--- src/csjq_pkg.sv ---
package csjq_pkg;

  localparam int DEPTH        = 16;
  localparam int SESSION_BITS = 16;
  localparam int PAYLOAD_BITS = 32;
  localparam int CNT_W        = $clog2(DEPTH + 1);

  typedef enum logic [2:0] {
    OP_PUSH_INCR  = 3'd0,
    OP_PUSH_FINAL = 3'd1,
    OP_PUSH_MODEL = 3'd2,
    OP_CANCEL     = 3'd3,
    OP_POP        = 3'd4
  } op_t;

  typedef enum logic [1:0] {
    JOB_INCR  = 2'd0,
    JOB_FINAL = 2'd1,
    JOB_MODEL = 2'd2
  } job_kind_t;

  typedef enum logic [1:0] {
    ST_DONE       = 2'd0,
    ST_SUPPRESSED = 2'd1,
    ST_FULL       = 2'd2,
    ST_POP_EMPTY  = 2'd3
  } status_t;

  typedef struct packed {
    logic [1:0]              kind;
    logic [SESSION_BITS-1:0] session;
    logic [PAYLOAD_BITS-1:0] payload;
  } job_t;

  // Broadcast control shared by every slot of the row.
  typedef struct packed {
    logic                    remove_en;
    logic                    mask_incr;
    logic                    mask_final;
    logic                    pop_en;
    logic [SESSION_BITS-1:0] session;
  } slot_ctrl_t;

endpackage

--- src/csjq_cell.sv ---
module csjq_cell
  import csjq_pkg::*;
(
  input  logic       clk,
  input  slot_ctrl_t ctrl,
  input  logic       live,
  input  logic       load,
  input  job_t       new_job,
  input  job_t       nb_job,
  input  logic       gap_in,
  output logic       gap_out,
  output logic       hit_incr,
  output logic       hit_final,
  output job_t       job_q
);

  job_t job_r;
  job_t job_nxt;
  logic same_session;
  logic shift;

  assign same_session = live && (job_r.session == ctrl.session);
  assign hit_incr     = same_session && (job_r.kind == JOB_INCR);
  assign hit_final    = same_session && (job_r.kind == JOB_FINAL);

  // Once a removed slot has been seen below, every slot above moves down one.
  assign gap_out = gap_in ||
                   (ctrl.remove_en && ((hit_incr && ctrl.mask_incr) ||
                                       (hit_final && ctrl.mask_final)));
  assign shift   = ctrl.pop_en || (ctrl.remove_en && gap_out);

  always_comb begin
    job_nxt = job_r;
    if (load) begin
      job_nxt = new_job;
    end else if (shift) begin
      job_nxt = nb_job;
    end
  end

  always_ff @(posedge clk) begin
    job_r <= job_nxt;
  end

  assign job_q = job_r;

endmodule

--- src/coalescing_session_job_queue.sv ---
// The result of an accepted request is registered, so it is offered on the
// output the cycle after acceptance.
// Throughput: one request per cycle; the row of slots compacts, appends and
// pops in a single step. A waiting result holds in_tready low, and the next
// request is taken in the cycle that result leaves. Reset (rst_n low,
// synchronous) empties the queue and clears the output valid; slots keep data.
module coalescing_session_job_queue
  import csjq_pkg::*;
(
  input  logic        clk,
  input  logic        rst_n,
  input  logic        in_tvalid,
  output logic        in_tready,
  input  logic [47:0] in_tdata,   // session[15:0], payload[47:16]
  input  logic [2:0]  in_tuser,   // kind[2:0]
  output logic        out_tvalid,
  input  logic        out_tready,
  output logic [63:0] out_tdata,  // pop_valid[0], pop_kind[2:1], pop_session[18:3],
                                  // pop_payload[50:19], count[55:51], is_empty[56]
  output logic [1:0]  out_tuser   // status[1:0]
);

  logic                    accept;
  logic [2:0]              op;
  logic [SESSION_BITS-1:0] in_session;
  logic [PAYLOAD_BITS-1:0] in_payload;

  logic [CNT_W-1:0] occ_r, occ_nxt;
  logic [CNT_W-1:0] load_idx;
  logic [CNT_W-1:0] occ_left;

  slot_ctrl_t ctrl;
  job_t       new_job;
  logic       do_load;
  logic       freed;
  status_t    status;
  logic       pop_hit;

  logic [DEPTH-1:0] hit_incr, hit_final, load_vec, live_vec;
  logic [DEPTH:0]   gap;
  job_t             job_q [DEPTH];
  job_t             nb_job [DEPTH];
  logic             any_incr, any_final;

  logic             out_valid_r;
  status_t          status_r;
  logic             pop_valid_r;
  logic [1:0]       pop_kind_r;
  logic [15:0]      pop_session_r;
  logic [31:0]      pop_payload_r;
  logic [CNT_W-1:0] count_r;

  assign in_tready  = !out_valid_r || out_tready;
  assign accept     = in_tvalid && in_tready;
  assign op         = in_tuser;
  assign in_session = in_tdata[15:0];
  assign in_payload = in_tdata[47:16];

  assign any_incr  = |hit_incr;
  assign any_final = |hit_final;

  assign gap[0]          = 1'b0;

  // At most one incremental or final job per session is queued, so at most
  // one slot is freed by any removal.
  assign freed    = (op == OP_PUSH_INCR) ? any_incr :
                    (((op == OP_PUSH_FINAL) || (op == OP_CANCEL)) &&
                     (any_incr || any_final));
  assign occ_left = occ_r - {{(CNT_W-1){1'b0}}, freed};

  always_comb begin
    ctrl.remove_en  = 1'b0;
    ctrl.mask_incr  = 1'b0;
    ctrl.mask_final = 1'b0;
    ctrl.pop_en     = 1'b0;
    ctrl.session    = in_session;
    new_job.kind    = JOB_INCR;
    new_job.session = in_session;
    new_job.payload = in_payload;
    do_load         = 1'b0;
    status          = ST_DONE;
    pop_hit         = 1'b0;
    occ_nxt         = occ_r;
    unique case (op)
      OP_PUSH_INCR: begin
        new_job.kind = JOB_INCR;
        if (any_final) begin
          status = ST_SUPPRESSED;
        end else begin
          if (occ_left >= CNT_W'(DEPTH)) begin
            status = ST_FULL;
          end else begin
            ctrl.remove_en = accept;
            ctrl.mask_incr = 1'b1;
            do_load        = accept;
          end
        end
      end
      OP_PUSH_FINAL: begin
        new_job.kind = JOB_FINAL;
        if (occ_left >= CNT_W'(DEPTH)) begin
          status = ST_FULL;
        end else begin
          ctrl.remove_en  = accept;
          ctrl.mask_incr  = 1'b1;
          ctrl.mask_final = 1'b1;
          do_load         = accept;
        end
      end
      OP_PUSH_MODEL: begin
        new_job.kind = JOB_MODEL;
        if (occ_r >= CNT_W'(DEPTH)) begin
          status = ST_FULL;
        end else begin
          do_load = accept;
        end
      end
      OP_CANCEL: begin
        ctrl.remove_en  = accept;
        ctrl.mask_incr  = 1'b1;
        ctrl.mask_final = 1'b1;
        occ_nxt         = occ_left;
      end
      OP_POP: begin
        if (occ_r == '0) begin
          status = ST_POP_EMPTY;
        end else begin
          pop_hit     = 1'b1;
          ctrl.pop_en = accept;
          occ_nxt     = occ_r - CNT_W'(1);
        end
      end
      default: begin
      end
    endcase
    if (do_load) begin
      occ_nxt = occ_left + CNT_W'(1);
    end
  end

  assign load_idx = occ_left;

  for (genvar i = 0; i < DEPTH; i++) begin : g_slot
    assign live_vec[i] = occ_r > CNT_W'(i);
    assign load_vec[i] = do_load && (load_idx == CNT_W'(i));
    if (i == DEPTH - 1) begin : g_top
      assign nb_job[i] = '0;
    end else begin : g_mid
      assign nb_job[i] = job_q[i+1];
    end
    csjq_cell u_slot (
      .clk       (clk),
      .ctrl      (ctrl),
      .live      (live_vec[i]),
      .load      (load_vec[i]),
      .new_job   (new_job),
      .nb_job    (nb_job[i]),
      .gap_in    (gap[i]),
      .gap_out   (gap[i+1]),
      .hit_incr  (hit_incr[i]),
      .hit_final (hit_final[i]),
      .job_q     (job_q[i])
    );
  end

  always_ff @(posedge clk) begin
    if (!rst_n) begin
      occ_r       <= '0;
      out_valid_r <= 1'b0;
    end else begin
      if (accept) begin
        occ_r       <= occ_nxt;
        out_valid_r <= 1'b1;
      end else if (out_tready) begin
        out_valid_r <= 1'b0;
      end
    end
  end

  always_ff @(posedge clk) begin
    if (accept) begin
      status_r      <= status;
      pop_valid_r   <= pop_hit;
      pop_kind_r    <= pop_hit ? job_q[0].kind : 2'd0;
      pop_session_r <= pop_hit ? job_q[0].session : 16'd0;
      pop_payload_r <= pop_hit ? job_q[0].payload : 32'd0;
      count_r       <= occ_nxt;
    end
  end

  assign out_tvalid = out_valid_r;
  assign out_tuser  = status_r;
  assign out_tdata  = {7'd0, (count_r == '0), count_r, pop_payload_r, pop_session_r,
                       pop_kind_r, pop_valid_r};

endmodule

--- config.mk ---
export PLATFORM = sky130hd
export DESIGN_NAME = coalescing_session_job_queue
export DESIGN_NICKNAME = d
export VERILOG_FILES = /design/src/csjq_pkg.sv /design/src/csjq_cell.sv /design/src/coalescing_session_job_queue.sv
export SDC_FILE = /design/constraint.sdc
export NUM_CORES = 1
export LEC_CHECK = 0
export BUFFER_PORTS_ARGS = -buffer_cell sky130_fd_sc_hd__buf_2
export CAP_MARGIN = 20
export CORE_MARGIN = 10
export CORE_UTILIZATION = 29
export DETAILED_ROUTE_END_ITERATION = 16
export PLACE_DENSITY = 0.46
export SYNTH_ARGS = -nofsm -noshare
export SYNTH_HDL_FRONTEND = slang
export SYNTH_HIERARCHICAL = 1
export SYNTH_SLANG_ARGS = --single-unit
export TNS_END_PERCENT = 5
--- constraint.sdc ---
create_clock -name clk -period 20.8 [get_ports clk]
set_clock_uncertainty 0.05 [all_clocks]
set_input_delay 2.08 -clock clk [delete_from_list [all_inputs] [get_ports clk]]
set_output_delay 2.08 -clock clk [all_outputs]
set_load 0.005 [all_outputs]
After elaboration in Yosys (flattened, before gate mapping)
Cells that the tools add are included.
Widths: inputs -> output; s select.

operators by class
  add/subtract/negate cells = 3
  magnitude comparators = 18
  eq/ne operators = 51
  muxes and demuxes = 57
  reduce and logical (&&, ||, !) cells = 220

operators with widths
  cell                count
  $mux 50             32
  $eq 16x16->1        16
  $logic_and 1x1->1   130
  $logic_or 1x1->1    50
  $eq 5x4->1 const B  8
  $gt 5x4->1 const B  8
  $reduce_bool 2->1   17
  $eq 2x1->1 const B  16
  $logic_not 2->1     16
  $reduce_or 16->1    2
  $eq 5x3->1 const B  4
  $gt 5x3->1 const B  4
  $logic_not 5->1     3
  $mux 2              6
  $eq 5x2->1 const B  2
  $ge 5x5->1 const B  2
  $gt 5x1->1 const B  2
  $gt 5x2->1 const B  2
  $mux 1              10
  $mux 5              2
  $pmux 5 s2          1
  $pmux 2 s4          1
  $eq 3x2->1 const B  2
  $pmux 2 s3          1
  12 further kinds    12

word-level totals
  register bits after elaboration = 864
  bits of input ports = 55
  output and inout port bits = 68
  logic and storage cells = 405

Depth between registers and ports, before layout
Gate-level depths: netlist of the first run.

  depth in word-level cells = 34
  gate-level depth with buffers = 41
  depth with buffers taken out = 40

Cells and area by module
Netlist of the first run, hierarchy kept.

modules (own cells, without submodules)
  module                        times used  cells an instance  area an instance (um2)  seq. area each (um2)
  csjq_cell                     16          147                2396.0                  1501.4
  coalescing_session_job_queue  1           318                3419.5                  1861.8

Least setup slack after synthesis of the first run
No wires, ideal clock.

  path type = input-to-reg
  start = in in_tdata[11]
  end = reg g_slot[15].u_slot.job_r (netlist bit g_slot[15].u_slot/job_q[0]), enable pin
  library setup time = 0.409 ns
  arrival time = 9.366 ns
  required time = 20.341 ns
  setup slack = 10.975 ns
  stages = 35
  buffers on the path = 0
  path through = or2b_2 > nand3_1 > nor2_1 > nand2_1 > nor4_1 > nor4_1 > nand4_1 > o21ai_0 > a21oi_1 > ha_1 > ha_1 > nor3b_4 > xnor2_2 > inv_2 > nor2_1 > nor4_1 > nor2b_1 > nand4_1 > nand2b_1 > nand2b_1 > nand2b_1 > nand2b_1 > nand2b_1 > nand2b_1 > nand2b_1 > nand2b_1 > nand2b_1 > nand2b_1 > nand2b_1 > nand2b_1 > nand2b_1 > nand2b_1 > nand2b_1 > a211oi_1 > nand2_1

RTL lines
  what                  line                                source
  from (decl)           coalescing_session_job_queue.sv:14  input logic [47:0] in_tdata,
  to (signal assigned)  csjq_cell.sv:42                     job_r <= job_nxt;
  to (decl)             csjq_cell.sv:17                     job_t job_r;

==> results.cfg, run 1 <==
[run_status]
run_status = complete, no violations

[pwr]
ir_worst_vdd_v = 0.00006176
p_leak_uw = 0.01576
p_per_area_mw_per_mm2 = 83.86

[cells_and_area]
final_nets = 2931
areaGrowthSynthToFinish_pct = 14.75
final_core_util_pct = 33.43
drive_gt1_share_pct = 41.12

[die]
die_h_um = 399.4
core_sq_mm = 0.1433
initial_core_util_pct = 29.13
floorplan.io_pins = 123
die_w_um = 399.4
rows = 139
dieArea_sq_mm = 0.1595

[global_route]
grt_max_degree = 57
grt_pass1_vias = 24000
grt_pass1_wl_um = 151100
overflow = 0
antenna_found_initial = 24
grt_usage_pct = 12.05

[job]
maxCapViolCount = 0

[sta]
totalNegativeSetupSlack_ns = 0
clock.fmax_ghz = 0.09660
rsz0062_at_grt = no
whs_ns = 0.4493
min_period_over_period_pct = 49.77
min_period_ns = 10.35
relSlewSlack_pct = 29.29
tightest_slew_ns = 1.051
setup_viol = 0
drv_slew = 0
finalHoldViolations = 0

[clock_network]
post_cts_buffers = 0
cts_resized = 0
cts_tree = done
cts.sinks = 864
htree_levels = 3
root_buffer = clkbuf_16
cts_buffers = 98
cts.clk_slew.worst_paths_ns = 0.05
ctsHoldBuffers = 0
clk-insertion-delay-late_ns = 0.69
clockBufferDepth = 3

[worst_setup_path]
path_class = primary input to register
cpMostUsedCell = nand2b_1
worstPathRequired_ns = 21.12
critPathMaxStageDelay_ns = 0.62
end_kind = register
r2r_slack_ns = 11.02
start_kind = primary input
cp_slowest_cell = buf_2
arrival_ns = 10.67
crit_fanout = 32

[placed_design]
io_buffers = 115
dp_hpwl_um = 63580
place.gp.congestion = 0.8208

[routing]
vias_per_cell = 4.662
wire_per_inst_um = 20.07
drt_wl_total_um = 97220
drtPass1Iterations = 5
num_vias = 22580
post-route-drc-count = 0
ant_nets = 0
drt_iter0_drc = 1173

[synthesis]
ys_warn_count = 6
synthesis.area_sq_mm = 0.04175
syn_avg_cell_area_sq_um = 15.64
synthCells = 2669

[worst_hold_path]
hold_class = register to register
per-layer routing:
| metal | vias up | GRT usage, % | wire (um) |
|---|---|---|---|
| li1 | 10570 | - | - |
| met1 | 11380 | 16.50 | 46010 |
| met2 | 459 | 18.99 | 43880 |
| met3 | 155 | 2.558 | 4982 |
| met4 | 28 | 3.731 | 2160 |
| met5 | - | 0 | 186 |
sequential cells by signal, summed over array words and instances, names as in the netlist:
register / flops
pop_session_r: 16
g_slot.u_slot/job_q: 800
out_tvalid: 1
pop_payload_r: 32
pop_valid_r: 1
occ_r: 5
pop_kind_r: 2
out_tuser: 2
count_r: 5
where the power goes:
group	switching, uW	internal, uW	total [uW]
clock network	712	986	1700
logic	184	105	288
registers	30.1	2000	2030
through the flow:
step                cells  cell area (sq um)  total power (uW)  setup slack [ns]
floorplan            2727              41970              2237             10.99
global placement     4669              44760              2356             10.07
detailed placement   4669              44760              2359             9.996
CTS                  4841              47900              4090             10.65
global route         4844              47910              4186             9.964
finish               4844              47910              4017             10.45
final timing paths:
| path | end | start | cells after the start |
|---|---|---|---|
| worst max register to register | g_slot[14].u_slot/job_q[46]$_DFFE_PP_ | occ_r[1]$_SDFFE_PN0P_ | 40 |
| worst max-delay path | g_slot[14].u_slot/job_q[46]$_DFFE_PP_ | in_tdata[1] | 37 |
| worst min-delay path | g_slot[9].u_slot/job_q[31]$_DFFE_PP_ | g_slot[10].u_slot/job_q[31]$_DFFE_PP_ | 1 |
| worst min register to register | g_slot[9].u_slot/job_q[31]$_DFFE_PP_ | g_slot[10].u_slot/job_q[31]$_DFFE_PP_ | 1 |
placed cells by master, fill, tap and decap left out, drive strengths merged, types with 16 or more instances in the layout:
| master | n |
|---|---|
| mux2i | 17 |
| and2b | 17 |
| xor2 | 65 |
| clkinv | 40 |
| and3 | 66 |
| nor4 | 90 |
| nand4 | 34 |
| inv | 95 |
| nor2 | 35 |
| nand3 | 35 |
| o22ai | 20 |
| buf | 164 |
| nor2b | 66 |
| o21ai | 18 |
| mux2 | 803 |
| nand2b | 20 |
| conb | 59 |
| a211oi | 17 |
| xnor2 | 117 |
| edfxtp | 858 |
| clkbuf | 120 |
| nand2 | 63 |
| or2b | 16 |
| a2111o | 16 |
| o221ai | 21 |
layout make-up:
| cell class | instances | area [sq um] |
|---|---|---|
| inverters | 93 | 349.1 |
| diodes | 3 | 7.507 |
| flip-flops and latches | 864 | 25880 |
| fillers | 13870 | 95400 |
| clock inverters | 52 | 580.6 |
| well taps | 1903 | 2381 |
| clock buffers | 120 | 2556 |
| multi-input cells | 1645 | 15200 |
| repair buffers | 164 | 943.4 |
worst max-delay path, delay by kind of cell:
| family | cells | cell delay, ns |
|---|---|---|
| fa+ha+maj | 2 | 0.51 |
| xor+xnor | 2 | 0.33 |
| simple gates | 25 | 5.37 |
| mux | 1 | 0.20 |
| buf+inv | 4 | 1.42 |
| compound gates | 3 | 0.69 |
No activity file was read; power rests on OpenSTA's default activity.
==> inputs of run 2 (changes only) <==
==> constraint.sdc (replaced) <==
create_clock -name clk -period 10.7 [get_ports clk]
set_clock_uncertainty 0.05 [all_clocks]
set_input_delay 1.07 -clock clk [delete_from_list [all_inputs] [get_ports clk]]
set_output_delay 1.07 -clock clk [all_outputs]
set_load 0.005 [all_outputs]
==> run 2 against run 1 <==
  * Sequential power grew 95%
  * Combinational power grew 97%
  * Largest power group unchanged
  * Worst setup slack lost 9.3 ns
  * Sequential cell count is the same
  * Register-to-register slack lost 9.9 ns
  * Highest routed layer unchanged
  * Cell area grew 0.12%
  * Die area is the same
  * Hold slack gained 0.019 ns
  * Largest cell class unchanged
  * Power grew 91%
  * Critical path type is now register to register
==> results.cfg, run 2 (synthesized netlist as in run 1, its figures left out) <==
[run_status]
run_status = complete, no violations

[global_route]
antenna_found_initial = 14
grt_max_degree = 55
grt_usage_pct = 11.47
grt_pass1_vias = 23510
overflow = 0
grt_pass1_wl_um = 145100

[die]
floorplan.io_pins = 123
dieArea_sq_mm = 0.1595
die_w_um = 399.4
rows = 139
initial_core_util_pct = 29.13
core_sq_mm = 0.1433
die_h_um = 399.4

[clock_network]
root_buffer = clkbuf_16
cts_resized = 0
post_cts_buffers = 0
htree_levels = 3
cts.clk_slew.worst_paths_ns = 0.06
cts.sinks = 864
ctsHoldBuffers = 0
cts_buffers = 97
cts_tree = done
clk-insertion-delay-late_ns = 0.69
clockBufferDepth = 3

[sta]
tightest_slew_ns = 1.102
setup_viol = 0
finalHoldViolations = 0
min_period_ns = 9.562
totalNegativeSetupSlack_ns = 0
drv_slew = 0
relSlewSlack_pct = 26.47
clock.fmax_ghz = 0.1046
rsz0062_at_grt = no
min_period_over_period_pct = 89.36

[worst_setup_path]
start_kind = register
worst-path-buf-inv = 3
path_class = register to register
crit_fanout = 18
cp_slowest_cell = dfxtp_1
arrival_ns = 9.94
end_kind = register
crit_family = simple AND/OR/NAND/NOR gates
critPathMaxStageDelay_ns = 0.80
cpMostUsedCell = nand2b_1
worstPathRequired_ns = 11.07

[cells_and_area]
layout_commonest_cell = edfxtp_1
nFillCells = 13810
areaGrowthSynthToFinish_pct = 14.89
final_nets = 2947
final_area_sq_mm = 0.04796
stdcell_count = 4865
largest_reg_flops = 800
layout_common_cells = 858 x edfxtp_1, 803 x mux2_2, 116 x xnor2_1, 115 x buf_2, 99 x clkbuf_16
drive_gt1_share_pct = 41.17

[pwr]
seq_power_share_pct = 51.6
p_leak_uw = 0.01579
internal_power_uw = 5895
switchingPower_uw = 1763
switching_share_pct = 23.02
p_per_area_mw_per_mm2 = 159.7
clock_power_share_pct = 41.1
ir_worst_vdd_v = 0.0001003
pwr-share-comb_pct = 7.4

[placed_design]
place.gp.congestion = 0.8848
io_buffers = 115
place_area_sq_mm = 0.04497
dp_hpwl_um = 64890
dpl.cell_count = 4686

[routing]
drtPass1Iterations = 5
num_vias = 22290
vias_per_cell = 4.581
ant_nets = 0
wire_per_inst_um = 18.99
drt_iter0_drc = 1382
drt_wl_total_um = 92370
post-route-drc-count = 0

[job]
maxCapViolCount = 0

[worst_hold_path]
hold_class = register to register
-- run 2: cell types whose count changed in the layout (fill, tap and decap cells not counted), sizes merged --
cell,before,now
buf,164,181
bufinv,9,4
clkbuf,120,122
clkinv,40,46
clkinvlp,1,3
diode,3,1
inv,95,96
-- run 2: area by class of cell --
class | instances | area (sq um) | area share, %
clock inverter | 56 | 432.9 | 0.9026
multi-input combinational | 1645 | 15200 | 31.70
timing repair buffer | 181 | 1146 | 2.389
antenna | 1 | 2.502 | 0.005217
tap | 1903 | 2381 | 4.964
sequential | 864 | 25880 | 53.97
clock buffer | 122 | 2564 | 5.345
inverter | 93 | 349.1 | 0.7278
-- run 2: power by group through the flow --
stage | logic [uW] | clock network [uW] | registers (uW)
final | 566 | 3140 | 3950
after floorplan | 345 | 0 | 4000
after global placement | 565 | 0 | 4020
after CTS | 573 | 3280 | 3950
after detailed placement | 568 | 0 | 4020
after global routing | 623 | 3410 | 3960
-- run 2: path summary, 6_finish.rpt --
| check | to | cells after the start | startpoint | slack, ns |
|---|---|---|---|---|
| worst min register to register | g_slot[7].u_slot/job_q[7]$_DFFE_PP_ | 1 | g_slot[8].u_slot/job_q[7]$_DFFE_PP_ | 0.47 |
| worst max register to register | g_slot[15].u_slot/job_q[18]$_DFFE_PP_ | 39 | occ_r[2]$_SDFFE_PN0P_ | 1.14 |
| worst max-delay path | g_slot[15].u_slot/job_q[18]$_DFFE_PP_ | 39 | occ_r[2]$_SDFFE_PN0P_ | 1.14 |
| worst min-delay path | g_slot[7].u_slot/job_q[7]$_DFFE_PP_ | 1 | g_slot[8].u_slot/job_q[7]$_DFFE_PP_ | 0.47 |
-- run 2: metrics by stage --
| step | setup slack, ns | utilization, % | power, uW | hold slack, ns |
|---|---|---|---|---|
| global route | 0.6685 | 33.47 | 7989 | 0.4776 |
| finish | 1.138 | 33.47 | 7658 | 0.4687 |
| global placement | 1.025 | 31.38 | 4581 | 0.4546 |
| detailed placement | 1.032 | 31.38 | 4587 | 0.4677 |
| floorplan | 1.700 | - | 4349 | 0.4703 |
| CTS | 1.434 | 33.47 | 7799 | 0.4701 |
-- run 2: worst reg2reg max path: cells and delay by family, from the launching register on --
kind                       cells  cell delay (ns)
AOI/OAI and AO/OA              4             1.27
xor gates and xnor gates       1             0.16
adders and majority gates      2             0.51
buffers and inverters          3             0.63
DFF                            1             0.80
muxes                          1             0.19
and+or+nand+nor               28             5.69
-- run 2: per-layer routing --
metal / vias to the layer above / wire (um) / global-route usage (%)
met2: 501 / 41290 / 17.77
li1: 10610 / - / -
met1: 11030 / 44260 / 15.99
met5: - / 91 / 0
met4: 14 / 1867 / 3.574
met3: 134 / 4863 / 2.391
